<file path="src/hw/rtl/asd_pkg.sv">
// Shared types and constants of the accelerometer step detector.
`timescale 1ns / 1ps
package asd_pkg;

	localparam int unsigned AXIS_W   = 16;
	localparam int unsigned SUM_W    = 32;
	localparam int unsigned TIME_W   = 32;
	localparam int unsigned LEVEL_W  = 16;
	localparam int unsigned SCALED_W = 20;
	localparam int unsigned PROD_W   = 40;
	localparam int unsigned FIFO_DEPTH = 2;

	localparam logic [LEVEL_W-1:0]  GRAVITY_Q88 = 16'd2509;
	localparam logic [LEVEL_W-1:0]  MAG_MAX     = 16'd56755;
	// ceil(2^23 / 10): exact division by ten for dividends below 2^20
	localparam logic [SCALED_W-1:0] RECIP_TEN   = 20'd838861;
	localparam int unsigned         RECIP_SHIFT = 23;
	localparam logic [SUM_W-1:0]    ROOT_BIT_TOP = 32'h4000_0000;

	localparam logic [2:0] REG_LIFT     = 3'd0;
	localparam logic [2:0] REG_AIR      = 3'd1;
	localparam logic [2:0] REG_IMPACT   = 3'd2;
	localparam logic [2:0] REG_DEBOUNCE = 3'd3;
	localparam logic [2:0] REG_COOLDOWN = 3'd4;

	typedef enum logic [1:0] {
		PH_STABLE = 2'd0,
		PH_LIFT   = 2'd1,
		PH_AIR    = 2'd2
	} gait_phase_t;

	typedef struct packed {
		logic [TIME_W-1:0] now_ms;
		logic [SUM_W-1:0]  sum_sq;
	} sample_t;

	typedef struct packed {
		logic [LEVEL_W-1:0] lift_level;
		logic [LEVEL_W-1:0] air_level;
		logic [LEVEL_W-1:0] impact_level;
		logic [LEVEL_W-1:0] debounce_ms;
		logic [LEVEL_W-1:0] cooldown_ms;
	} cfg_t;

endpackage

</file>
<file path="src/hw/rtl/asd_front.sv">
// Front end: accepts samples and forms the sum of squares with one multiplier.
`timescale 1ns / 1ps
module asd_front
	import asd_pkg::*;
(
	input  logic               clk,
	input  logic               arst_n,
	input  logic               s_tvalid,
	output logic               s_tready,
	input  logic [79:0]        s_tdata,
	input  logic               fifo_full,
	output logic               fifo_push,
	output sample_t            fifo_data
);

	typedef enum logic [1:0] {
		FR_IDLE,
		FR_SQUARE,
		FR_PUSH
	} front_state_t;

	front_state_t        state_q;
	logic [1:0]          cnt_q;
	logic [AXIS_W-1:0]   ax_q;
	logic [AXIS_W-1:0]   ay_q;
	logic [AXIS_W-1:0]   az_q;
	logic [TIME_W-1:0]   now_q;
	logic [SUM_W-1:0]    prod_q;
	logic [SUM_W-1:0]    acc_q;
	logic [AXIS_W-1:0]   axis_sel;
	logic [AXIS_W-1:0]   axis_mag;

	assign s_tready  = (state_q == FR_IDLE);
	assign fifo_push = (state_q == FR_PUSH) && !fifo_full;
	assign fifo_data = '{now_ms: now_q, sum_sq: acc_q + prod_q};

	always_comb begin
		unique case (cnt_q)
			2'd0:    axis_sel = ax_q;
			2'd1:    axis_sel = ay_q;
			default: axis_sel = az_q;
		endcase
	end

	// Magnitude of a two's complement value; the most negative one maps to 32768.
	assign axis_mag = axis_sel[AXIS_W-1] ? (~axis_sel + 16'd1) : axis_sel;

	always_ff @(posedge clk or negedge arst_n) begin
		if (!arst_n) begin
			state_q <= FR_IDLE;
			cnt_q   <= '0;
		end else begin
			unique case (state_q)
				FR_IDLE: begin
					if (s_tvalid) begin
						state_q <= FR_SQUARE;
						cnt_q   <= '0;
					end
				end
				FR_SQUARE: begin
					cnt_q <= cnt_q + 2'd1;
					if (cnt_q == 2'd2) begin
						state_q <= FR_PUSH;
					end
				end
				FR_PUSH: begin
					if (!fifo_full) begin
						state_q <= FR_IDLE;
					end
				end
				default: state_q <= FR_IDLE;
			endcase
		end
	end

	always_ff @(posedge clk) begin
		if (state_q == FR_IDLE && s_tvalid) begin
			ax_q  <= s_tdata[15:0];
			ay_q  <= s_tdata[31:16];
			az_q  <= s_tdata[47:32];
			now_q <= s_tdata[79:48];
		end
		if (state_q == FR_SQUARE) begin
			prod_q <= SUM_W'(axis_mag) * SUM_W'(axis_mag);
			acc_q  <= (cnt_q == 2'd0) ? '0 : acc_q + prod_q;
		end
	end

endmodule

</file>
<file path="src/hw/rtl/asd_fifo.sv">
// Two-entry queue between the front end and the back end.
`timescale 1ns / 1ps
module asd_fifo
	import asd_pkg::*;
(
	input  logic    clk,
	input  logic    arst_n,
	input  logic    push,
	input  sample_t push_data,
	output logic    full,
	input  logic    pop,
	output logic    empty,
	output sample_t pop_data
);

	sample_t mem_q [FIFO_DEPTH];
	logic    wr_ptr_q;
	logic    rd_ptr_q;
	logic [1:0] count_q;

	assign full     = (count_q == 2'(FIFO_DEPTH));
	assign empty    = (count_q == 2'd0);
	assign pop_data = mem_q[rd_ptr_q];

	always_ff @(posedge clk or negedge arst_n) begin
		if (!arst_n) begin
			wr_ptr_q <= 1'b0;
			rd_ptr_q <= 1'b0;
			count_q  <= '0;
		end else begin
			if (push && !full) begin
				wr_ptr_q <= ~wr_ptr_q;
			end
			if (pop && !empty) begin
				rd_ptr_q <= ~rd_ptr_q;
			end
			if ((push && !full) && !(pop && !empty)) begin
				count_q <= count_q + 2'd1;
			end else if (!(push && !full) && (pop && !empty)) begin
				count_q <= count_q - 2'd1;
			end
		end
	end

	always_ff @(posedge clk) begin
		if (push && !full) begin
			mem_q[wr_ptr_q] <= push_data;
		end
	end

endmodule

</file>
<file path="src/hw/rtl/asd_back.sv">
// Back end: bit-serial square root, smoothing filter, gait phase machine and result register.
`timescale 1ns / 1ps
module asd_back
	import asd_pkg::*;
(
	input  logic        clk,
	input  logic        arst_n,
	input  cfg_t        cfg,
	input  logic        fifo_empty,
	input  sample_t     fifo_data,
	output logic        fifo_pop,
	output logic        m_tvalid,
	input  logic        m_tready,
	output logic [23:0] m_tdata
);

	typedef enum logic [2:0] {
		BK_IDLE,
		BK_ROOT,
		BK_SCALE,
		BK_DIV,
		BK_COMMIT
	} back_state_t;

	back_state_t         state_q;
	logic [3:0]          iter_q;
	logic [SUM_W-1:0]    rem_q;
	logic [SUM_W-1:0]    root_q;
	logic [SUM_W-1:0]    bit_q;
	logic [TIME_W-1:0]   now_q;
	logic [SCALED_W-1:0] scaled_q;
	logic [LEVEL_W-1:0]  quot_q;

	logic [LEVEL_W-1:0]  filt_q;
	gait_phase_t         phase_q;
	logic [TIME_W-1:0]   entry_q;
	logic [TIME_W-1:0]   last_step_q;

	logic                out_valid_q;
	logic [LEVEL_W-1:0]  out_mag_q;
	logic                out_step_q;
	gait_phase_t         out_phase_q;

	logic [SUM_W-1:0]    trial;
	logic                take;
	logic [PROD_W-1:0]   prod;
	logic [LEVEL_W-1:0]  dyn;
	logic [TIME_W-1:0]   since_entry;
	logic [TIME_W-1:0]   since_step;
	logic                settled;
	logic                commit;
	gait_phase_t         phase_nx;
	logic                entry_set;
	logic                step_nx;

	assign fifo_pop = (state_q == BK_IDLE) && !fifo_empty;
	assign commit   = (state_q == BK_COMMIT) && (!out_valid_q || m_tready);

	assign m_tvalid = out_valid_q;
	assign m_tdata  = {5'd0, out_phase_q, out_step_q, out_mag_q};

	// One step of the restoring square root per cycle.
	assign trial = root_q + bit_q;
	assign take  = (rem_q >= trial);

	assign prod = PROD_W'(scaled_q) * PROD_W'(RECIP_TEN);

	assign dyn = (quot_q >= GRAVITY_Q88) ? quot_q - GRAVITY_Q88 : GRAVITY_Q88 - quot_q;
	assign since_entry = now_q - entry_q;
	assign since_step  = now_q - last_step_q;
	assign settled     = (since_entry >= TIME_W'(cfg.debounce_ms));

	always_comb begin
		phase_nx  = phase_q;
		entry_set = 1'b0;
		step_nx   = 1'b0;
		unique case (phase_q)
			PH_LIFT: begin
				if (settled) begin
					priority if (dyn > cfg.air_level) begin
						phase_nx  = PH_AIR;
						entry_set = 1'b1;
					end else if (dyn < cfg.lift_level) begin
						phase_nx = PH_STABLE;
					end else begin
						phase_nx = PH_LIFT;
					end
				end
			end
			PH_AIR: begin
				if (settled && dyn > cfg.impact_level &&
						since_step > TIME_W'(cfg.cooldown_ms)) begin
					phase_nx  = PH_STABLE;
					entry_set = 1'b1;
					step_nx   = 1'b1;
				end
			end
			default: begin
				if (dyn > cfg.lift_level) begin
					phase_nx  = PH_LIFT;
					entry_set = 1'b1;
				end
			end
		endcase
	end

	always_ff @(posedge clk or negedge arst_n) begin
		if (!arst_n) begin
			state_q     <= BK_IDLE;
			iter_q      <= '0;
			filt_q      <= '0;
			phase_q     <= PH_STABLE;
			entry_q     <= '0;
			last_step_q <= '0;
			out_valid_q <= 1'b0;
		end else begin
			if (commit) begin
				out_valid_q <= 1'b1;
			end else if (m_tready) begin
				out_valid_q <= 1'b0;
			end
			unique case (state_q)
				BK_IDLE: begin
					if (!fifo_empty) begin
						state_q <= BK_ROOT;
						iter_q  <= '0;
					end
				end
				BK_ROOT: begin
					iter_q <= iter_q + 4'd1;
					if (iter_q == 4'd15) begin
						state_q <= BK_SCALE;
					end
				end
				BK_SCALE: state_q <= BK_DIV;
				BK_DIV:   state_q <= BK_COMMIT;
				BK_COMMIT: begin
					if (commit) begin
						state_q     <= BK_IDLE;
						filt_q      <= quot_q;
						phase_q     <= phase_nx;
						if (entry_set) begin
							entry_q <= now_q;
						end
						if (step_nx) begin
							last_step_q <= now_q;
						end
					end
				end
				default: state_q <= BK_IDLE;
			endcase
		end
	end

	always_ff @(posedge clk) begin
		if (fifo_pop) begin
			rem_q  <= fifo_data.sum_sq;
			root_q <= '0;
			bit_q  <= ROOT_BIT_TOP;
			now_q  <= fifo_data.now_ms;
		end
		if (state_q == BK_ROOT) begin
			if (take) begin
				rem_q  <= rem_q - trial;
				root_q <= (root_q >> 1) + bit_q;
			end else begin
				root_q <= root_q >> 1;
			end
			bit_q <= bit_q >> 2;
		end
		if (state_q == BK_SCALE) begin
			// 9 * old + root, at most ten times the largest magnitude
			scaled_q <= {1'b0, filt_q, 3'b000} + SCALED_W'(filt_q) + SCALED_W'(root_q[15:0]);
		end
		if (state_q == BK_DIV) begin
			quot_q <= prod[RECIP_SHIFT +: LEVEL_W];
		end
		if (commit) begin
			out_mag_q   <= quot_q;
			out_step_q  <= step_nx;
			out_phase_q <= phase_nx;
		end
	end

	a_step_leaves_stable: assert property (@(posedge clk) disable iff (!arst_n)
		(out_valid_q && out_step_q) |-> (out_phase_q == PH_STABLE))
		else $error("step reported outside the stable phase");

	a_step_times_agree: assert property (@(posedge clk) disable iff (!arst_n)
		(out_valid_q && out_step_q) |-> (last_step_q == entry_q))
		else $error("step time and phase entry time disagree after a step");

	a_filter_in_range: assert property (@(posedge clk) disable iff (!arst_n)
		filt_q <= MAG_MAX)
		else $error("smoothed magnitude out of range");

	a_root_in_range: assert property (@(posedge clk) disable iff (!arst_n)
		(state_q == BK_SCALE) |-> (root_q <= SUM_W'(MAG_MAX)))
		else $error("square root out of range");

endmodule

</file>
<file path="src/hw/rtl/accel_step_detector_top.sv">
// Top level of the accelerometer step detector: register port, front end, queue and back end.
`timescale 1ns / 1ps
// Each request carries one three-axis Q8.8 sample and its millisecond time, and gives exactly
// one result: the smoothed magnitude, a step flag and the gait phase after the sample. The front
// end squares the axes with one multiplier and hands the sum to a two-entry queue; the back end
// takes one request at a time through the sixteen iterations of its bit-serial square root and
// its filter, divide and commit states, waiting at commit until the output is taken. Registers
// must be written through the APB port while no request is in flight; the block does not enforce
// this. They reset to lift 512, air 1024, impact 2048, debounce 50 ms and cooldown 300 ms.
module accel_step_detector_top
	import asd_pkg::*;
(
	input  logic        clk,
	input  logic        arst_n,
	input  logic        psel,
	input  logic        penable,
	input  logic        pwrite,
	input  logic [4:0]  paddr,
	input  logic [31:0] pwdata,
	output logic [31:0] prdata,
	output logic        pready,
	input  logic        s_tvalid,
	output logic        s_tready,
	input  logic [79:0] s_tdata,  // accel_x[15:0], accel_y[31:16], accel_z[47:32], now_ms[79:48]
	output logic        m_tvalid,
	input  logic        m_tready,
	output logic [23:0] m_tdata   // smoothed_magnitude[15:0], step_seen[16], gait_phase[18:17]
);

	cfg_t     cfg_q;
	logic     wr_en;
	logic [2:0] reg_idx;
	sample_t  push_data;
	sample_t  pop_data;
	logic     push;
	logic     full;
	logic     pop;
	logic     empty;

	assign pready  = 1'b1;
	assign reg_idx = paddr[4:2];
	assign wr_en   = psel && penable && pwrite && pready;

	always_ff @(posedge clk or negedge arst_n) begin
		if (!arst_n) begin
			cfg_q.lift_level   <= 16'd512;
			cfg_q.air_level    <= 16'd1024;
			cfg_q.impact_level <= 16'd2048;
			cfg_q.debounce_ms  <= 16'd50;
			cfg_q.cooldown_ms  <= 16'd300;
		end else if (wr_en) begin
			unique case (reg_idx)
				REG_LIFT:     cfg_q.lift_level   <= pwdata[15:0];
				REG_AIR:      cfg_q.air_level    <= pwdata[15:0];
				REG_IMPACT:   cfg_q.impact_level <= pwdata[15:0];
				REG_DEBOUNCE: cfg_q.debounce_ms  <= pwdata[15:0];
				REG_COOLDOWN: cfg_q.cooldown_ms  <= pwdata[15:0];
				default: ;
			endcase
		end
	end

	always_comb begin
		unique case (reg_idx)
			REG_LIFT:     prdata = {16'd0, cfg_q.lift_level};
			REG_AIR:      prdata = {16'd0, cfg_q.air_level};
			REG_IMPACT:   prdata = {16'd0, cfg_q.impact_level};
			REG_DEBOUNCE: prdata = {16'd0, cfg_q.debounce_ms};
			REG_COOLDOWN: prdata = {16'd0, cfg_q.cooldown_ms};
			default:      prdata = '0;
		endcase
	end

	asd_front u_front (
		.clk       (clk),
		.arst_n    (arst_n),
		.s_tvalid  (s_tvalid),
		.s_tready  (s_tready),
		.s_tdata   (s_tdata),
		.fifo_full (full),
		.fifo_push (push),
		.fifo_data (push_data)
	);

	asd_fifo u_fifo (
		.clk       (clk),
		.arst_n    (arst_n),
		.push      (push),
		.push_data (push_data),
		.full      (full),
		.pop       (pop),
		.empty     (empty),
		.pop_data  (pop_data)
	);

	asd_back u_back (
		.clk        (clk),
		.arst_n     (arst_n),
		.cfg        (cfg_q),
		.fifo_empty (empty),
		.fifo_data  (pop_data),
		.fifo_pop   (pop),
		.m_tvalid   (m_tvalid),
		.m_tready   (m_tready),
		.m_tdata    (m_tdata)
	);

endmodule

</file>
<file path="config.mk">
export PLATFORM = sky130hd
export DESIGN_NAME = accel_step_detector_top
export DESIGN_NICKNAME = d
export VERILOG_FILES = /design/src/hw/rtl/asd_pkg.sv /design/src/hw/rtl/asd_front.sv /design/src/hw/rtl/asd_fifo.sv /design/src/hw/rtl/asd_back.sv /design/src/hw/rtl/accel_step_detector_top.sv
export SDC_FILE = /design/constraint.sdc
export NUM_CORES = 2
export LEC_CHECK = 0
export ABC_CLOCK_PERIOD_IN_PS = 10200
export BUFFER_PORTS_ARGS = -buffer_cell sky130_fd_sc_hd__buf_4
export CAP_MARGIN = 20
export CELL_PAD_IN_SITES_DETAIL_PLACEMENT = 1
export CELL_PAD_IN_SITES_GLOBAL_PLACEMENT = 1
export CORE_ASPECT_RATIO = 0.7
export CORE_MARGIN = 5
export CORE_UTILIZATION = 35
export CTS_CLUSTER_DIAMETER = 50
export DETAILED_ROUTE_END_ITERATION = 7
export GPL_ROUTABILITY_DRIVEN = 0
export PLACE_DENSITY_LB_ADDON = 0.08
export SYNTH_ARGS = -nofsm -noshare
export SYNTH_HDL_FRONTEND = slang
export SYNTH_SLANG_ARGS = --single-unit
</file>
<file path="constraint.sdc">
create_clock -name clk -period 10.2 [get_ports clk]
set_input_delay 1.02 -clock clk [delete_from_list [all_inputs] [get_ports clk]]
set_output_delay 1.02 -clock clk [all_outputs]
set_load 0.005 [all_outputs]
</file>
==> metrics.yaml <==
finish:
  layout_common_cells: "676 x inv_1, 558 x ha_1, 405 x edfxtp_1"
  final_nets: 5883
  mostFrequentLayoutCell: "inv_1"
  seq_area_sq_mm: 0.0173
  area_delta_synth_final_pct: 12.8
  multi_input_area_sq_mm: 0.0286
  fin_util_pct: 39.8
  drive_above_1_share_pct: 9.50
  fill_cells: 15300
global_routing:
  grt_util_all_layers_pct: 18.7
  grt_pass1_vias: 36400
  grt_pass1_wl_microns: 216000
  grt_max_degree: 84
  overflow: 0
  grt_antenna_before_repair: 11
setup_path:
  reg2reg_from: "u_front.cnt_q[1]$_DFFE_PN0P_"
  cpMostUsedCell: "inv_1"
  critical-path-max-stage-delay_ns: 0.54
  ff2ff_path_depth: 38
  critPathTopFamily: "adder cells"
  path_class: "reg -> reg"
  critPathLaunchType: "flop"
  r2r_slack_ns: 0.79
  cp.depth: 38
  crit_buf_inv: 12
  cp_data_arrival_time_ns: 9.81
  r2r-end: "u_front.prod_q[31]$_DFFE_PP_"
  startpoint: "u_front.cnt_q[1]$_DFFE_PN0P_"
  critPathSlowestCell: "fa_1"
  critPathMaxFanout: 16
  crit_required_ns: 10.60
  crit_path_end_kind: "flop"
floorplan:
  rows: 114
  core_sq_mm: 0.139
  ios: 183
  die_w_microns: 457
  dieArea_sq_mm: 0.147
  initial_utilization_pct: 35.3
  die_h_microns: 323
min_path:
  hold_path_class: "in -> async"
clocking:
  h-tree-depth: 3
  path_clk_slew_ns: 0.06
  clock-root-buffer: "clkbuf_16"
  cts-resized-gates: 0
  cts.sinks: 616
  clk_latency_ns: 0.68
  cts_tree: "done"
  cts_max_path_buffers: 3
  postCtsSetupRepairBufs: 0
  numCtsBuffers: 86
  cts_hold_buffers: 0
routing:
  routed.top_layer: "met5"
  wirelength_microns: 137000
  route.met2.wl_microns: 56700
  remaining_drc_errors: 0
  drt-met1-wl_microns: 73200
  dr_wl_met3_microns: 5750
  avgRoutedWirePerCell_microns: 20.2
  postRouteAntennaNets: 0
  drtIter0Drc: 1872
  avgViaCountPerCell: 5.06
  dr.pass1.iters: 6
  via_count: 34400
job:
  cap_violations: 0
timing:
  fin_crit_sh_pct: 92.2
  rsz0062_at_grt: "false"
  tns_ns: 0
  slew_headroom_pct: 27.6
  min_period_ns: 9.41
  tightest_slew_ns: 1.09
  hold_viol_final: 0
  finClkSkew_ns: 0.0344
  max_clock_freq_mhz: 106
  setup_viol: 0
  slew_violations: 0
logic_synthesis:
  async_flop_share_pct: 28.9
  synthCells: 4708
  synth_cell_type_count: 88
  synth-edff-count: 405
  syn_avg_cell_area_sq_um: 10.4
  synthesis.area_sq_mm: 0.0489
  ys.flop_type: "edfxtp_1"
  ys_ff_latch: 616
  synth_top_cell_by_area: "edfxtp_1"
  yosysSeqAreaShare_pct: 35.3
  synth_area_leaders: "edfxtp_1 25%, ha_1 14%, fa_1 13%, dfrtp_1 8.6%, inv_1 5.2%"
  yosysWarnings: 0
  synth_top_area_share_pct: 24.9
status:
  status: "completed"
place:
  io_buffers: 142
  hpwl_microns: 111000
==> registers in the layout (all words and copies together) (netlist names), 20 cells and up <==
name,count
cfg_q,80
u_back.entry_q,32
u_back.last_step_q,32
u_back.now_q,32
u_back.rem_q,32
u_back.root_q,32
u_back.scaled_q,20
u_fifo.mem_q,128
u_front.acc_q,32
u_front.now_q,32
u_front.prod_q,31
==> how the worst max path moves through the flow <==
| stage | to | slack, ns |
|---|---|---|
| finish | u_front.prod_q[31]$_DFFE_PP_ | 0.79 |
| global route | u_front.prod_q[31]$_DFFE_PP_ | 0.06 |
| CTS | u_front.prod_q[30]$_DFFE_PP_ | 0.24 |
| detailed placement | u_front.prod_q[30]$_DFFE_PP_ | 0.33 |
| global placement | u_front.prod_q[30]$_DFFE_PP_ | 0.45 |
| floorplan | u_front.prod_q[30]$_DFFE_PP_ | 1.23 |
==> metal layers <==
metal	global-route usage (%)	vias to the layer above
met5	0	-
met3	3.32	117
li1	-	16600
met2	27.3	435
met1	29.2	17200
met4	2.94	4
==> final cells by class <==
type | instances | share of cell area, %
diodes | 3 | 0.0136
clock buffers | 103 | 4.13
clock inverters | 54 | 1.19
inverters | 687 | 4.69
multi-input cells | 3298 | 51.8
flip-flops and latches | 616 | 31.3
well taps | 1856 | 4.21
repair buffers | 191 | 2.63
==> kinds of logic after synthesis <==
group | count (synthesis) | share of synthesized area [%]
buffers and inverters | 825 | 6.63
flip-flops | 616 | 35.3
other | 2 | 0.0154
adder cells (fa/ha/maj) | 879 | 27.4
multiplexers | 170 | 3.90
AO/OA/AOI/OAI | 953 | 12.5
XOR/XNOR | 251 | 4.49
AND/OR/NAND/NOR | 1012 | 9.73
==> cells in the mapped netlist, types with 16 or more instances <==
| master | number |
|---|---|
| o22ai_1 | 25 |
| clkbuf_1 | 94 |
| o21ai_0 | 233 |
| xor2_1 | 110 |
| a21o_1 | 97 |
| and3_1 | 29 |
| a22oi_1 | 32 |
| a211oi_1 | 38 |
| dfxtp_1 | 33 |
| nand2_1 | 357 |
| o21a_1 | 42 |
| mux2_1 | 50 |
| xnor2_1 | 141 |
| nor2b_1 | 64 |
| edfxtp_1 | 405 |
| ha_1 | 559 |
| nand3_1 | 60 |
| buf_4 | 24 |
| a31oi_1 | 43 |
| a21oi_1 | 217 |
| o211ai_1 | 57 |
| nor3_1 | 41 |
| mux2i_1 | 45 |
| fa_1 | 320 |
| nand2b_1 | 36 |
| nand4_1 | 38 |
| dfrtp_1 | 168 |
| inv_1 | 679 |
| or3_1 | 16 |
| and2_1 | 39 |
| mux2_2 | 64 |
| a22o_1 | 19 |
| nor2_1 | 269 |
| o21bai_1 | 35 |
==> metrics by stage <==
step	hold slack (ns)	std cells	area, sq um	setup WS, ns
final	0.339	6808	55200	0.791
after global routing	0.339	6808	55200	0.0601
after CTS	0.322	6804	55100	0.243
after detailed placement	0.431	6647	52200	0.334
after global placement	0.428	6647	52200	0.447
after floorplan	0.421	4739	49000	1.23
Power is left out: the tool's default activity adds up to more than one toggle a clock period on the data nets, which glitch-free logic cannot reach.
